$ cat config.mk
export PLATFORM = sky130hd
export DESIGN_NAME = clock_page_replacement_core
export DESIGN_NICKNAME = d
export VERILOG_FILES = /design/src/cpr_pkg.sv /design/src/cpr_ctrl.sv /design/src/cpr_datapath.sv /design/src/clock_page_replacement_core.sv
export VERILOG_INCLUDE_DIRS = /design/src /design/src/src
export SDC_FILE = /design/constraint.sdc
export NUM_CORES = 1
export LEC_CHECK = 0
export BUFFER_PORTS_ARGS = -buffer_cell sky130_fd_sc_hd__buf_2
export CAP_MARGIN = 10
export CORE_MARGIN = 8
export CORE_UTILIZATION = 61
export DETAILED_ROUTE_END_ITERATION = 6
export PLACE_DENSITY = 0.79
export SLEW_MARGIN = 15
export SYNTH_ARGS = -nofsm -noshare
export SYNTH_HDL_FRONTEND = slang
export SYNTH_SLANG_ARGS = --single-unit
$ cat constraint.sdc
create_clock -name i_clk -period 2.3 [get_ports i_clk]
set_input_delay 0.345 -clock i_clk [delete_from_list [all_inputs] [get_ports i_clk]]
set_output_delay 0.345 -clock i_clk [all_outputs]
set_load 0.01 [all_outputs]
$ cat src/clock_page_replacement_core_defines.svh
// ----------------------------------------------------------------------------
// Clock page replacement core: assertion macros
// Concurrent checks used by the core, compiled out when SYNTH is defined.
// ----------------------------------------------------------------------------
`ifndef CLOCK_PAGE_REPLACEMENT_CORE_DEFINES_SVH
`define CLOCK_PAGE_REPLACEMENT_CORE_DEFINES_SVH

`ifndef SYNTH

// same-cycle implication
`define CPR_ASSERT_SAME(label, clk, rst_n, a, b) \
    label: assert property (@(posedge clk) disable iff (!rst_n) (a) |-> (b)) \
        else $error("cpr check failed");

// next-cycle implication
`define CPR_ASSERT_NEXT(label, clk, rst_n, a, b) \
    label: assert property (@(posedge clk) disable iff (!rst_n) (a) |=> (b)) \
        else $error("cpr check failed");

`else

`define CPR_ASSERT_SAME(label, clk, rst_n, a, b)
`define CPR_ASSERT_NEXT(label, clk, rst_n, a, b)

`endif

`endif

$ cat src/cpr_pkg.sv
// ----------------------------------------------------------------------------
// Clock page replacement package
// Sizes, outcome codes and the control/status bundles shared by the core.
// ----------------------------------------------------------------------------
package cpr_pkg;

    // frame store geometry
    localparam int FRAMES     = 8;
    localparam int PAGE_BITS  = 10;
    localparam int SLOT_BITS  = (FRAMES > 1) ? $clog2(FRAMES) : 1;

    // port field widths
    localparam int IN_PAGE_BITS  = 10;
    localparam int OUT_SLOT_BITS = 3;
    localparam int OUTCOME_BITS  = 2;

    // what happened to the referenced page
    typedef enum logic [OUTCOME_BITS-1:0] {
        OUT_HIT     = 2'd0,
        OUT_FILL    = 2'd1,
        OUT_REPLACE = 2'd2,
        OUT_CLEAR   = 2'd3
    } t_outcome;

    // controller -> datapath
    typedef struct packed {
        logic load;     // capture page, restart scan
        logic scan;     // examine one frame
        logic update;   // commit the decision
    } t_cmd;

    // datapath -> controller
    typedef struct packed {
        logic scan_last;
    } t_stat;

endpackage

$ cat src/cpr_ctrl.sv
// ----------------------------------------------------------------------------
// Clock page replacement controller
// Sequences load, frame scan and update; drives busy and the result strobe.
// ----------------------------------------------------------------------------
module cpr_ctrl
    import cpr_pkg::*;
(
    input  logic  i_clk,
    input  logic  i_rst_n,
    input  logic  start,
    input  t_stat i_stat,
    output t_cmd  o_cmd,
    output logic  busy,
    output logic  o_strobe
);

    typedef enum logic [2:0] {
        S_IDLE   = 3'b001,
        S_SCAN   = 3'b010,
        S_UPDATE = 3'b100
    } t_state;

    t_state r_state, n_state;
    logic   r_strobe;
    logic   accept;

    // a new word can be taken while idle or during the update cycle
    assign busy   = (r_state == S_SCAN);
    assign accept = start && !busy;

    assign o_cmd.load   = accept;
    assign o_cmd.scan   = (r_state == S_SCAN);
    assign o_cmd.update = (r_state == S_UPDATE);
    assign o_strobe     = r_strobe;

    // next state
    always_comb begin
        n_state = r_state;
        unique case (r_state)
            S_IDLE: begin
                if (start) n_state = S_SCAN;
            end
            S_SCAN: begin
                if (i_stat.scan_last) n_state = S_UPDATE;
            end
            S_UPDATE: begin
                n_state = start ? S_SCAN : S_IDLE;
            end
            default: begin
                n_state = S_IDLE;
            end
        endcase
    end

    // state and strobe registers
    always_ff @(posedge i_clk) begin
        if (!i_rst_n) begin
            r_state  <= S_IDLE;
            r_strobe <= 1'b0;
        end else begin
            r_state  <= n_state;
            r_strobe <= (r_state == S_UPDATE);
        end
    end

endmodule

$ cat src/cpr_datapath.sv
// ----------------------------------------------------------------------------
// Clock page replacement datapath
// Frame store, one-frame-per-cycle scan and the replacement update.
// ----------------------------------------------------------------------------
module cpr_datapath
    import cpr_pkg::*;
(
    input  logic                     i_clk,
    input  logic                     i_rst_n,
    input  t_cmd                     i_cmd,
    input  logic [IN_PAGE_BITS-1:0]  i_page_number,
    output t_stat                    o_stat,
    output logic [OUT_SLOT_BITS-1:0] o_slot,
    output logic [OUTCOME_BITS-1:0]  o_outcome
);

    // frame store: a page number only counts in the hit compare once its valid bit is set
    logic [PAGE_BITS-1:0] r_frame_page [FRAMES];
    logic [FRAMES-1:0]    r_valid;
    logic [FRAMES-1:0]    r_ref;

    // current reference and scan bookkeeping
    logic [PAGE_BITS-1:0] r_page;
    logic [SLOT_BITS-1:0] r_idx;
    logic                 r_hit_found, r_emp_found, r_clr_found;
    logic [SLOT_BITS-1:0] r_hit_idx, r_emp_idx, r_clr_idx;

    // result registers
    logic [OUT_SLOT_BITS-1:0] r_slot;
    t_outcome                 r_outcome;

    logic                 hit_now;
    logic [SLOT_BITS-1:0] sel_idx;
    t_outcome             sel_outcome;
    logic                 do_load;

    assign o_stat.scan_last = (r_idx == SLOT_BITS'(FRAMES - 1));
    assign o_slot           = r_slot;
    assign o_outcome        = r_outcome;

    // compare the frame under the scan pointer
    assign hit_now = r_valid[r_idx] && (r_frame_page[r_idx] == r_page);

    // pick the case in priority order
    always_comb begin
        sel_idx     = '0;
        sel_outcome = OUT_CLEAR;
        do_load     = 1'b1;
        priority if (r_hit_found) begin
            sel_idx     = r_hit_idx;
            sel_outcome = OUT_HIT;
            do_load     = 1'b0;
        end else if (r_emp_found) begin
            sel_idx     = r_emp_idx;
            sel_outcome = OUT_FILL;
        end else if (r_clr_found) begin
            sel_idx     = r_clr_idx;
            sel_outcome = OUT_REPLACE;
        end
    end

    // scan pointer and first-match trackers
    always_ff @(posedge i_clk) begin
        if (!i_rst_n) begin
            r_idx       <= '0;
            r_hit_found <= 1'b0;
            r_emp_found <= 1'b0;
            r_clr_found <= 1'b0;
        end else if (i_cmd.load) begin
            r_idx       <= '0;
            r_hit_found <= 1'b0;
            r_emp_found <= 1'b0;
            r_clr_found <= 1'b0;
        end else if (i_cmd.scan) begin
            r_idx <= r_idx + SLOT_BITS'(1);
            if (!r_hit_found && hit_now) begin
                r_hit_found <= 1'b1;
                r_hit_idx   <= r_idx;
            end
            if (!r_emp_found && !r_valid[r_idx]) begin
                r_emp_found <= 1'b1;
                r_emp_idx   <= r_idx;
            end
            if (!r_clr_found && !r_ref[r_idx]) begin
                r_clr_found <= 1'b1;
                r_clr_idx   <= r_idx;
            end
        end
    end

    // captured page; bits above PAGE_BITS are dropped
    always_ff @(posedge i_clk) begin
        if (i_cmd.load) begin
            r_page <= PAGE_BITS'(i_page_number);
        end
    end

    // valid and reference bits
    always_ff @(posedge i_clk) begin
        if (!i_rst_n) begin
            r_valid <= '0;
            r_ref   <= '0;
        end else if (i_cmd.update) begin
            if (do_load) begin
                r_valid[sel_idx] <= 1'b1;
            end
            if (sel_outcome == OUT_CLEAR) begin
                r_ref <= '0;
            end else begin
                r_ref[sel_idx] <= 1'b1;
            end
        end
    end

    // page store write
    always_ff @(posedge i_clk) begin
        if (i_cmd.update && do_load) begin
            r_frame_page[sel_idx] <= r_page;
        end
    end

    // result word
    always_ff @(posedge i_clk) begin
        if (i_cmd.update) begin
            r_slot    <= OUT_SLOT_BITS'(sel_idx);
            r_outcome <= sel_outcome;
        end
    end

endmodule

$ cat src/clock_page_replacement_core.sv
// ----------------------------------------------------------------------------
// Clock page replacement core
// Places each page reference among the frames and reports slot and outcome.
// ----------------------------------------------------------------------------
// A reference is taken when start is high and busy is low. The core then
// scans the frames one per cycle and commits the decision in the update
// state; busy stays high while the scan runs, so a new reference cannot be
// taken until the serial frame scan is through. The result word appears on
// o_slot/o_outcome with o_strobe high for exactly one cycle and holds there
// until the next update; o_strobe is registered from the update state. There
// is no output backpressure: the receiver must take every strobed word.
// busy is low during the update cycle, so the next start may overlap it.
// No clearing pass is needed after reset.
// ----------------------------------------------------------------------------
`include "clock_page_replacement_core_defines.svh"

module clock_page_replacement_core
    import cpr_pkg::*;
(
    input  logic                     i_clk,
    input  logic                     i_rst_n,
    input  logic                     start,
    input  logic [IN_PAGE_BITS-1:0]  i_page_number,
    output logic                     busy,
    output logic                     o_strobe,
    output logic [OUT_SLOT_BITS-1:0] o_slot,
    output logic [OUTCOME_BITS-1:0]  o_outcome
);

    t_cmd  cmd;
    t_stat stat;

    // sequencer
    cpr_ctrl u_ctrl (
        .i_clk    (i_clk),
        .i_rst_n  (i_rst_n),
        .start    (start),
        .i_stat   (stat),
        .o_cmd    (cmd),
        .busy     (busy),
        .o_strobe (o_strobe)
    );

    // frame store and scan
    cpr_datapath u_dp (
        .i_clk         (i_clk),
        .i_rst_n       (i_rst_n),
        .i_cmd         (cmd),
        .i_page_number (i_page_number),
        .o_stat        (stat),
        .o_slot        (o_slot),
        .o_outcome     (o_outcome)
    );

    // checks
    `CPR_ASSERT_NEXT(a_accept_scans, i_clk, i_rst_n, start && !busy, busy)
    `CPR_ASSERT_NEXT(a_update_strobes, i_clk, i_rst_n, cmd.update, o_strobe)
    `CPR_ASSERT_NEXT(a_strobe_single, i_clk, i_rst_n, o_strobe, !o_strobe)
    `CPR_ASSERT_SAME(a_clear_slot0, i_clk, i_rst_n, o_strobe && (o_outcome == OUT_CLEAR), o_slot == '0)

endmodule
==> impl_results.md <==
- Nets: 371
- WL/cell: 23.5 um
- Sink Count: 133
- # H-tree levels: 4
- Gr usage total: about a fifth
- EDFF count, synth: around 100
- Final WL: 11100 um
- Die area: 11700 sq um
- Leak pwr: approximately 2.2 nW
- Starting Density: a little over three fifths
- Skew final: 11.1 ps
- Simple-gate area share of the yosys netlist: 6.83%
- Core Footprint: 8260 sq um
- DRT Pass-1 Iters: 5
- Worst-path clk slew: 60 ps
- Power Density: slightly below 900 nW/um^2
- Placed Instances: 428
- Final Power: 5.54 mW
- DR DRC count: 0
- Final Hold Fails: 0
- Setup ws final: -23.3 ps
- Setup CP Type: register to register
- Routability congestion estimate: about 0.74
- Net Count, Synth: 310
- Final Slew Violations: 0
- Root Buffer: clkbuf_8
- Clock latency on the worst-skew pair: around 520 ps
- Post-synth ARST share: 0%
- Yosys warning total: 0
- Complex-gate fraction of the synthesized area: 5.17%
- CTS tree: built
- Final ANT Viol Nets: 0
- Highest clock rate: 430 MHz
- Die Span X: 108 um
- Worst-path maximum fanout: 3
- Synth-to-Final Area Change: 22.6%
- DR vias: about 3000
- Post-synthesis mux area share: 13.1%
- Finished Core Util: 77.2%
- Post-Syn Area: 5200 sq um
- XOR/XNOR share of the synthesized area: 1.52%
- Sequential element share of the synthesized area: a little under three quarters
- Post-Layout Cell Count: 474
- Largest family of logic cells by synthesized area: multiplexers
- Vias/cell: 6.27
- Rel. slew slack: about 46%
- Via count of the first global-routing pass: 2943
- Status: complete, but fails checks
- Initial antenna violation count: 0
- Die Height: 108 um
- Critical-path cell list: buf_4 -> mux4_1 -> mux2i_1 -> xor2_1 -> o2111ai_2 -> nor3_2 -> buf_4
- Place WS: -58.6 ps
- Multi-input logic area: about 1400 sq um
- Unique masters post-synth: 41
- Number of primary I/O pins: 20
- Yosys reg bits: 133
- Share of cells above drive strength 1: 28.2%
- First-pass GRT wire length: 16200 um
- HPWL Detailed: roughly 6000 um
- Final worst path period need: 2320 ps
- Global route overflow: 0
- CTS Buf Count: 17
- Final setup fails: 3
- Largest stage delay, worst path: about 530 ps
- ANT cells: 0
- Sequential Area: 3710 sq um
- Worst path required time: 2540 ps
- Unrepaired setup endpoints after global routing: yes
- Synth Instances: 295
- Failing checks: setup timing
- Synth Area in Adders: 0.481%
- Iteration-0 DRC Markers: 223
- CP endpoint kind: register
- Largest net degree at the start of global routing: 21
- Most frequent cells in the layout: edfxtp_1, dfxtp_1, buf_2, nor2_1, buf_4
- Worst Setup Start Kind: register
- Worst slew pin tran: 806 ps
- Critical Path Slowest Stage Cell: mux4_1
- Max Cap Viol: 0
- Most common cell after layout, fill and taps aside: edfxtp_1
- Fillers: 451
- HP Class: primary input to register
- PortBufs: 19
- Avg Cell Area, Syn: 17.6 sq um
- Cell repeated most along the worst path: buf_4
- Worst-case clock buffer depth: 2
- Worst Path Arrival: 2560 ps
- VDD IR max: 0.000625 V
- Part of the cycle the worst path needs: 101%
- Rows: 33
- Prevailing post-synth register cell: edfxtp_1
worst paths after layout:
check                                                  start                      endpoint  slack [ps]  cells past startpoint
worst max register to register                      register   u_dp.r_hit_idx[0]$_DFFE_PP_         -20                      7
worst min-delay path                                   start    u_dp.r_idx[2]$_SDFFE_PP0P_         250                      4
worst max-delay path                                register   u_dp.r_hit_idx[0]$_DFFE_PP_         -20                      7
worst min register to register  u_dp.r_valid[5]$_SDFFE_PN0P_  u_dp.r_valid[5]$_SDFFE_PN0P_         460                      1
Yosys cell counts (2+ instances only):
cell	n	area share (%)
edfxtp_1	104	60
dfxtp_1	29	11
nor2_1	18	1.3
mux2i_1	15	2.9
mux4_2	13	5.6
a21oi_1	11	1.1
nor2b_1	11	1.3
mux4_1	9	4.5
o21a_1	9	1.3
xor2_1	9	1.5
buf_2	6	0.58
nor3b_1	5	0.72
inv_1	4	0.29
nand2_1	4	0.29
nand3_1	4	0.38
nand3b_1	4	0.58
o21ai_0	4	0.38
buf_6	3	0.65
clkbuf_1	3	0.22
nor3_1	3	0.29
a22oi_1	2	0.29
a31oi_2	2	0.48
and2b_1	2	0.29
and3_1	2	0.24
ha_1	2	0.48
or3b_1	2	0.34
worst max-delay path: cells and delay by family, from the launching register on:
kind,cells,cell delay [ps]
flops,1,350
simple gates,1,190
compound gates,1,210
buf+inv,2,290
mux,2,730
xor+xnor,1,280
stage by stage:
| stage | hold WS (ps) | area (sq um) | setup TNS (ps) |
|---|---|---|---|
| 3_5_place_dp | 454 | 5560 | -176 |
| 6_report | 246 | 6380 | -69.9 |
| 4_1_cts | 229 | 6330 | 0 |
| 5_1_grt | 294 | 6380 | -323 |
| 3_3_place_gp | 441 | 5560 | 0 |
| 2_1_floorplan | 431 | 5200 | 0 |
state kept, by name (all words and copies together), names as in the netlist, 3 cells and up, named ones only:
register and cells:
u_dp.r_hit_idx 3, u_dp.r_ref 8, u_dp.r_valid 8, u_dp.r_frame_page 80
u_dp.r_clr_idx 3, u_dp.r_emp_idx 3, u_dp.r_page 10, u_dp.o_slot 3
u_dp.r_idx 3, u_ctrl.r_state 3
cell families after synthesis:
family | Yosys count
muxes | 37
AOI/OAI and AO/OA | 36
and+or+nand+nor | 62
DFF | 133
buffers and inverters | 16
xor gates and xnor gates | 9
adders and majority gates | 2
layer usage:
layer | global-route usage, % | wire length [um] | part of all wire, %
met4 | 10.4 | 255 | 2.3
met1 | 24.4 | 4460 | 40
met3 | 5.83 | 942 | 8.5
met5 | 0 | 0 | 0
met2 | 29.5 | 5470 | 49
where the power goes:
part / switching [mW] / internal, mW
sequential: 0.0330 / 2.60
clock: 1.04 / 1.77
combinational: 0.0475 / 0.0480
total: 1.12 / 4.42
area by class of cell:
type                       instances  area share (%)
clock buffer                      17            6.50
clock inverter                    15            3.18
inverter                           4           0.235
multi-input combinational        146            22.3
sequential                       133            58.2
tap                              105            2.06
timing repair buffer              54            7.52
timing repair:
action,CTS,global route
hold buffers,10,0
setup buffers,2,0
gates resized for setup,3,7
setup endpoints to repair,3,36
hold endpoints to repair,10,0
pin swaps,1,0
gates cloned,1,1
No activity file was read; power rests on OpenSTA's default activity.
